## config.mk

```make
export PLATFORM = sky130hd
export DESIGN_NAME = timed_setpoint_scheduler_core
export DESIGN_NICKNAME = d
export VERILOG_FILES = /design/src/rtl/core/tss_pkg.sv /design/src/rtl/core/tss_front.sv /design/src/rtl/core/tss_back.sv /design/src/rtl/core/timed_setpoint_scheduler_core.sv
export SDC_FILE = /design/constraint.sdc
export NUM_CORES = 2
export LEC_CHECK = 0
export BUFFER_PORTS_ARGS = -buffer_cell sky130_fd_sc_hd__buf_4
export CAP_MARGIN = 25
export CORE_ASPECT_RATIO = 2
export CORE_MARGIN = 2
export CORE_UTILIZATION = 28
export DETAILED_ROUTE_END_ITERATION = 7
export PLACE_DENSITY = 0.53
export SLEW_MARGIN = 15
export SYNTH_ARGS = -nofsm -noshare
export SYNTH_HDL_FRONTEND = slang
export SYNTH_SLANG_ARGS = --single-unit
```

## constraint.sdc

```tcl
create_clock -name clk_i -period 12.4 [get_ports clk_i]
set_clock_uncertainty 0.2 [all_clocks]
set_input_delay 1.24 -clock clk_i [delete_from_list [all_inputs] [get_ports clk_i]]
set_output_delay 1.24 -clock clk_i [all_outputs]
set_load 0.03 [all_outputs]
```

## src/rtl/core/tss_pkg.sv

```systemverilog
`timescale 1ns / 1ps
`default_nettype none
package tss_pkg;

  localparam int unsigned TimeW  = 48;
  localparam int unsigned LevelW = 32;
  localparam int unsigned CountW = 5;

  typedef enum logic [2:0] {
    MODE_ADVANCE  = 3'd0,
    MODE_INS_TIME = 3'd1,
    MODE_INS_LAST = 3'd2,
    MODE_CLEAR    = 3'd3,
    MODE_PREDICT  = 3'd4,
    MODE_PRESET   = 3'd5
  } mode_e;

  localparam logic REG_MIN_LEVEL = 1'b0;
  localparam logic REG_MAX_LEVEL = 1'b1;

  typedef struct packed {
    logic [2:0]               mode;
    logic [TimeW-1:0]         event_time;
    logic signed [LevelW-1:0] target_level;
  } in_item_t;

  typedef struct packed {
    logic signed [LevelW-1:0] output_level;
    logic signed [LevelW-1:0] head_target;
    logic [TimeW-1:0]         next_time;
    logic [CountW-1:0]        pending_count;
    logic                     dropped;
  } out_item_t;

  typedef enum logic [2:0] {
    ST_IDLE,
    ST_SCAN,
    ST_SHIFT,
    ST_POP,
    ST_REPORT
  } state_e;

endpackage
`default_nettype wire

```

## src/rtl/core/tss_front.sv

```systemverilog
`timescale 1ns / 1ps
`default_nettype none
// Front: takes commands and holds them in a two-entry queue.
module tss_front
  import tss_pkg::*;
(
  input  wire logic     clk_i,
  input  wire logic     rst_ni,
  input  wire logic     start_i,
  input  wire in_item_t item_i,
  output logic          full_o,
  output logic          valid_o,
  output in_item_t      item_o,
  input  wire logic     pop_i
);

  in_item_t   buf_q [2];
  logic [1:0] cnt_q;
  logic       rd_q, wr_q;
  logic       push;

  assign full_o  = (cnt_q == 2'd2);
  assign push    = start_i && !full_o;
  assign valid_o = (cnt_q != 2'd0);
  assign item_o  = buf_q[rd_q];

  // queue storage
  always_ff @(posedge clk_i) begin
    if (push) begin
      buf_q[wr_q] <= item_i;
    end
  end

  // pointers
  always_ff @(posedge clk_i or negedge rst_ni) begin
    if (!rst_ni) begin
      cnt_q <= 2'd0;
      rd_q  <= 1'b0;
      wr_q  <= 1'b0;
    end else begin
      if (push) wr_q <= ~wr_q;
      if (pop_i) rd_q <= ~rd_q;
      cnt_q <= cnt_q + 2'(push) - 2'(pop_i);
    end
  end

endmodule
`default_nettype wire

```

## src/rtl/core/tss_back.sv

```systemverilog
`timescale 1ns / 1ps
`default_nettype none
// Back: executes commands on the sorted queue, one entry step a cycle.
module tss_back
  import tss_pkg::*;
#(
  parameter int unsigned QueueDepth = 16
) (
  input  wire logic              clk_i,
  input  wire logic              rst_ni,
  input  wire logic              valid_i,
  input  wire in_item_t          item_i,
  output logic                   pop_o,
  input  wire logic signed [LevelW-1:0] min_i,
  input  wire logic signed [LevelW-1:0] max_i,
  output logic                   strobe_o,
  output out_item_t              result_o
);

  localparam int unsigned IdxW = (QueueDepth > 1) ? $clog2(QueueDepth) : 1;
  localparam int unsigned CntW = $clog2(QueueDepth + 1);

  logic [TimeW-1:0]         times_q  [QueueDepth];
  logic signed [LevelW-1:0] levels_q [QueueDepth];

  state_e                   state_q, state_d;
  logic [CntW-1:0]          count_q, count_d;
  logic [CntW-1:0]          idx_q, idx_d;
  logic signed [LevelW-1:0] cur_q, cur_d;
  logic [TimeW-1:0]         last_q, last_d;
  logic                     lvalid_q, lvalid_d;
  logic                     drop_q, drop_d;
  in_item_t                 cmd_q;
  logic [TimeW-1:0]         ins_time;
  logic                     take;
  logic                     do_shift, do_write, do_pop;
  logic [IdxW-1:0]          wr_idx;
  logic signed [LevelW-1:0] head_clamp;
  logic                     head_due;
  logic                     strobe_d;

  function automatic logic signed [LevelW-1:0] clamp(
    input logic signed [LevelW-1:0] v,
    input logic signed [LevelW-1:0] lo,
    input logic signed [LevelW-1:0] hi
  );
    if (v < lo) return lo;
    if (v > hi) return hi;
    return v;
  endfunction

  assign ins_time   = (cmd_q.mode == MODE_INS_LAST) ? last_q : cmd_q.event_time;
  assign head_clamp = clamp(levels_q[0], min_i, max_i);
  assign head_due   = (count_q != '0) && (times_q[0] <= cmd_q.event_time);
  assign take       = (state_q == ST_IDLE) && valid_i;
  assign pop_o      = take;
  assign wr_idx     = idx_q[IdxW-1:0];

  // control
  always_comb begin
    state_d  = state_q;
    count_d  = count_q;
    idx_d    = idx_q;
    cur_d    = cur_q;
    last_d   = last_q;
    lvalid_d = lvalid_q;
    drop_d   = drop_q;
    do_shift = 1'b0;
    do_write = 1'b0;
    do_pop   = 1'b0;
    strobe_d = 1'b0;
    unique case (state_q)
      ST_IDLE: begin
        if (take) begin
          state_d = ST_SCAN;
        end
      end
      ST_SCAN: begin
        drop_d  = 1'b0;
        state_d = ST_REPORT;
        unique case (cmd_q.mode) inside
          MODE_ADVANCE: begin
            if (!(lvalid_q && cmd_q.event_time == last_q)) begin
              last_d   = cmd_q.event_time;
              lvalid_d = 1'b1;
              state_d  = ST_POP;
            end
          end
          MODE_INS_TIME, MODE_INS_LAST: begin
            if (count_q >= CntW'(QueueDepth)) begin
              drop_d = 1'b1;
            end else begin
              idx_d   = count_q;
              state_d = ST_SHIFT;
            end
          end
          MODE_CLEAR:  count_d = '0;
          MODE_PRESET: cur_d = cmd_q.target_level;
          default: ;
        endcase
      end
      ST_SHIFT: begin
        // walk down from the tail, moving later entries up
        if (idx_q != '0 && times_q[wr_idx - IdxW'(1)] > ins_time) begin
          do_shift = 1'b1;
          idx_d    = idx_q - CntW'(1);
        end else begin
          do_write = 1'b1;
          count_d  = count_q + CntW'(1);
          state_d  = ST_REPORT;
        end
      end
      ST_POP: begin
        // one due head per cycle
        if (count_q != '0 && times_q[0] <= last_q) begin
          do_pop  = 1'b1;
          cur_d   = head_clamp;
          count_d = count_q - CntW'(1);
        end else begin
          state_d = ST_REPORT;
        end
      end
      ST_REPORT: begin
        strobe_d = 1'b1;
        state_d  = ST_IDLE;
      end
      default: state_d = ST_IDLE;
    endcase
  end

  // entry storage
  always_ff @(posedge clk_i) begin
    if (take) cmd_q <= item_i;
    for (int i = 0; i < QueueDepth; i++) begin
      if (do_pop) begin
        if (i < QueueDepth - 1) begin
          times_q[i]  <= times_q[i+1];
          levels_q[i] <= levels_q[i+1];
        end
      end else if (do_shift && wr_idx == IdxW'(i)) begin
        times_q[i]  <= times_q[i-1 < 0 ? 0 : i-1];
        levels_q[i] <= levels_q[i-1 < 0 ? 0 : i-1];
      end else if (do_write && wr_idx == IdxW'(i)) begin
        times_q[i]  <= ins_time;
        levels_q[i] <= cmd_q.target_level;
      end
    end
  end

  always_ff @(posedge clk_i or negedge rst_ni) begin
    if (!rst_ni) begin
      state_q  <= ST_IDLE;
      count_q  <= '0;
      idx_q    <= '0;
      cur_q    <= '0;
      last_q   <= '0;
      lvalid_q <= 1'b0;
      drop_q   <= 1'b0;
      strobe_o <= 1'b0;
    end else begin
      state_q  <= state_d;
      count_q  <= count_d;
      idx_q    <= idx_d;
      cur_q    <= cur_d;
      last_q   <= last_d;
      lvalid_q <= lvalid_d;
      drop_q   <= drop_d;
      strobe_o <= strobe_d;
    end
  end

  // result register
  always_ff @(posedge clk_i) begin
    if (strobe_d) begin
      result_o.output_level  <= (cmd_q.mode == MODE_PREDICT && head_due) ? head_clamp : cur_q;
      result_o.head_target   <= (count_q != '0) ? levels_q[0] : cur_q;
      result_o.next_time     <= (count_q != '0) ? times_q[0] : '1;
      result_o.pending_count <= CountW'(count_q);
      result_o.dropped       <= drop_q;
    end
  end

endmodule
`default_nettype wire

```

## src/rtl/core/timed_setpoint_scheduler_core.sv

```systemverilog
`timescale 1ns / 1ps
`default_nettype none
// The back end takes a command from the two-item queue, decodes it in scan and
// registers result and strobe in report. An insert first moves up to QUEUE_DEPTH-1
// later entries in shift, an advance pops due heads in pop; a repeated advance or a
// dropped insert skips both. The single-step back end finishes one item before the
// next, while the command queue lets start be taken as it works.
// Reset clears the queue, current level, last time and limits to full range.
module timed_setpoint_scheduler_core
  import tss_pkg::*;
#(
  parameter int unsigned QUEUE_DEPTH = 16
) (
  input  wire logic        clk_i,
  input  wire logic        rst_ni,
  input  wire logic        start,
  output logic             busy,
  input  wire in_item_t    item_i,
  output logic             strobe,
  output out_item_t        result_o,
  input  wire logic        cfg_valid_i,
  output logic             cfg_ready_o,
  input  wire logic        cfg_index_i,
  input  wire logic [LevelW-1:0] cfg_data_i
);

  logic                     q_valid, q_pop;
  in_item_t                 q_item;
  logic signed [LevelW-1:0] min_q, max_q;

  assign cfg_ready_o = 1'b1;

  // limit registers
  always_ff @(posedge clk_i or negedge rst_ni) begin
    if (!rst_ni) begin
      min_q <= {1'b1, {(LevelW-1){1'b0}}};
      max_q <= {1'b0, {(LevelW-1){1'b1}}};
    end else if (cfg_valid_i) begin
      if (cfg_index_i == REG_MIN_LEVEL) min_q <= cfg_data_i;
      if (cfg_index_i == REG_MAX_LEVEL) max_q <= cfg_data_i;
    end
  end

  tss_front u_front (
    .clk_i   (clk_i),
    .rst_ni  (rst_ni),
    .start_i (start),
    .item_i  (item_i),
    .full_o  (busy),
    .valid_o (q_valid),
    .item_o  (q_item),
    .pop_i   (q_pop)
  );

  tss_back #(.QueueDepth(QUEUE_DEPTH)) u_back (
    .clk_i    (clk_i),
    .rst_ni   (rst_ni),
    .valid_i  (q_valid),
    .item_i   (q_item),
    .pop_o    (q_pop),
    .min_i    (min_q),
    .max_i    (max_q),
    .strobe_o (strobe),
    .result_o (result_o)
  );

endmodule
`default_nettype wire

```

==> flow_summary_export.csv <==
group,metric,value,unit
synth,synth_edf_count,1647,
clock_tree,clock_path_buffers,4,
drt,via_per_inst,5.66,
drt,wl_per_cell,27.7,um
timing,setup_viol,0,
finish,final_util,31.9,%
clock_tree,postCtsSetupBuffers,0,
drt,vias,72200,
worst_setup_path,r2r_end,"u_back.times_q[4][27]",
drt,postRouteAntennaNets,0,
synth,yosysUniqueCellTypes,84,
global_routing,grt_pass1_wl,506,mm
power_and_ir_drop,power_density,280,nW/um2
floorplanning,dieArea,337000,um2
synth,synthCells,8304,
synth,ys_seq_area_share,57.6,%
worst_setup_path,r2r_start,"u_back.idx_q[0]",
timing,worstMarginPinSlew,1.20,ns
synth,synth_top_area_cell,"edfxtp_1",
floorplanning,core,331000,um2
finish,final_common_cell,"edfxtp_1",
global_routing,antenna_found_initial,19,
drt,drt_pass1_iterations,7,
placement,placedInstanceArea,99300,um2
power_and_ir_drop,power,29500,uW
global_routing,grt_max_degree,251,
floorplanning,io_pins,241,
synth,synth_area,93000,um2
clock_tree,insertion_delay,0.93,ns
clock_tree,cts_tree,"done",
worst_setup_path,crit_type,"register to register",
drt,dr.first_iter.drc_count,8288,
floorplanning,num_rows,299,
worst_setup_path,required,12.90,ns
timing,finalSetupTns,0,ns
finish,final_cell_mix,"1647 x edfxtp_1, 1342 x o21ai_0, 1331 x nand2_1",
timing,hold_viol,0,
global_routing,grt_pass1_vias,72600,
finish,syn_to_final_growth,13.4,%
finish,fin_nets,8574,
drt,drc,0,
finish,postLayoutCellArea,106000,um2
timing,hold_slack,0.0750,ns
worst_setup_path,r2r_slack,3.81,ns
timing,relSlewSlack,20.1,%
clock_tree,path_clk_slew,0.07,ns
placement,portBuffers,239,
synth,syn_area_per_cell,11.2,um2
timing,fin_crit,8.59,ns
synth,ys_warn_count,0,
floorplanning,die_w,412,um
worst_hold_path,hold_path_class,"primary input to asynchronous set/reset pin",
worst_setup_path,crit_path_end_kind,"register",
synth,synth_top_area_share,53.2,%
clock_tree,cts-hold-fix-buffers,0,
finish,layout-drive-gt1-share,16.6,%
synth,ys_top_cells_by_area,"edfxtp_1 53%, o21ai_0 7.3%, mux4_2 5.8%",
clock_tree,cts_num_sinks,1811,
timing,period_share,69.2,%
worst_setup_path,r2r_cells,15,
clock_tree,numCtsBuffers,191,
run_status,status,"finished clean",
worst_setup_path,crit_path_start,"u_back.idx_q[0]",
power_and_ir_drop,power.leakage,0.0369,uW
clock_tree,root_buffer,"clkbuf_16",
synth,async_flop_share,9.06,%
timing,slew_viol_final,0,
worst_setup_path,setup.worst_path.start_class,"register",
run,cap_violations,0,
placement,dp_hpwl,217,mm
worst_setup_path,arrival,9.08,ns
synth,syn_nets,8642,
power_and_ir_drop,ir_drop,0.000566,V
floorplanning,floorplan.initialDensity,28.1,%
timing,fmax,116,MHz
timing,rsz0062_at_grt,"false",
clock_tree,cts_resized,0,
drt,wirelength,353,mm
global_routing,grt-ovfl-total,0,
finish,fillers,33400,
global_routing,track_usage,20.2,%
clock_tree,h-tree-depth,4,
placement,gp_congestion,0.891,
synth,synth_seq_cells,1811,
worst_setup_path,crit_fanout,95,
synth,yosys_most_used_dff,"edfxtp_1",
floorplanning,dieHeight,819,um
==> critical path: stages (launching register included) <==
cell and delay, ns:
dfrtp_4 0.82, buf_12 0.64, buf_4 0.82, mux4_2 0.61, mux4_2 0.51, ha_1 0.32, nand4_1 0.18, nor4_2 0.61
and3_1 0.32, and3_1 0.27, a21o_2 0.39, or2_4 0.57, buf_4 0.46, buf_4 0.73, o21ai_0 0.16, o21ai_0 0.22
==> synth_stat cells, types with 33 or more instances <==
master / number
a211oi_1: 38
a21oi_1: 152
a221oi_1: 33
a31oi_1: 449
buf_1: 53
buf_2: 60
buf_6: 34
clkbuf_1: 524
dfrtp_1: 132
edfxtp_1: 1647
ha_1: 217
inv_1: 223
mux2_2: 212
mux2i_1: 54
mux4_2: 240
nand2_1: 1361
nand3_1: 85
nand4_1: 76
nor2_1: 556
nor3_1: 54
o211ai_1: 90
o21ai_0: 1359
o21ai_1: 129
or2_2: 47
or3_1: 34
==> metrics by stage <==
| step | setup slack, ns | std cells |
|---|---|---|
| detailed placement | 4.03 | 12400 |
| floorplan | 0.539 | 8304 |
| global route | 3.41 | 12800 |
| global placement | 4.15 | 12400 |
| CTS | 3.92 | 12700 |
| finish | 3.81 | 12800 |
==> logic make-up after synthesis <==
group	synth area share (%)
xor gates and xnor gates	0.490
DFF	57.6
AOI/OAI and AO/OA	15.2
other	0.00403
buffers and inverters	4.26
and+or+nand+nor	10.5
muxes	8.99
adders and majority gates	2.94
==> power by group <==
part	internal, uW	switching [uW]
clock	3230	2610
sequential	7690	850
combinational	4410	10700
==> per-layer routing <==
layer,track usage [%],vias to the layer above,part of all wire [%]
met2,34.0,3939,49
li1,-,30800,-
met3,2.56,1032,7.4
met1,23.3,36400,35
met5,0,-,0.010
met4,15.5,6,8.7
==> flip-flops by register name, summed over array words and instances (netlist names), 2 cells and up <==
register	flops
u_back.state_q	3
u_front.buf_q	166
u_back.last_q	48
u_back.result_o	118
u_back.cur_q	32
u_back.idx_q	5
u_back.count_q	5
u_back.levels_q	512
u_back.times_q	768
min_q	32
max_q	32
u_front.cnt_q	2
u_back.cmd_q	83
==> layout make-up <==
class | instances | area, um2 | area share, %
Antenna cell | 6 | 15.0 | 0.0142
Sequential cell | 1811 | 53600 | 50.8
Multi-Input combinational cell | 5567 | 36000 | 34.1
Timing Repair Buffer | 441 | 3590 | 3.41
Inverter | 224 | 841 | 0.797
Clock buffer | 249 | 5150 | 4.88
Clock inverter | 92 | 875 | 0.829
Tap cell | 4364 | 5460 | 5.17
==> how the worst max path moves through the flow <==
stage and endpoint:
6_report u_back.times_q[4][27], 5_1_grt u_back.times_q[9][25], 4_1_cts u_back.times_q[5][25], 3_5_place_dp u_back.times_q[5][25], 3_3_place_gp u_back.times_q[10][22], 2_1_floorplan u_back.levels_q[0][0]
Power figures use the tool's default switching activity.
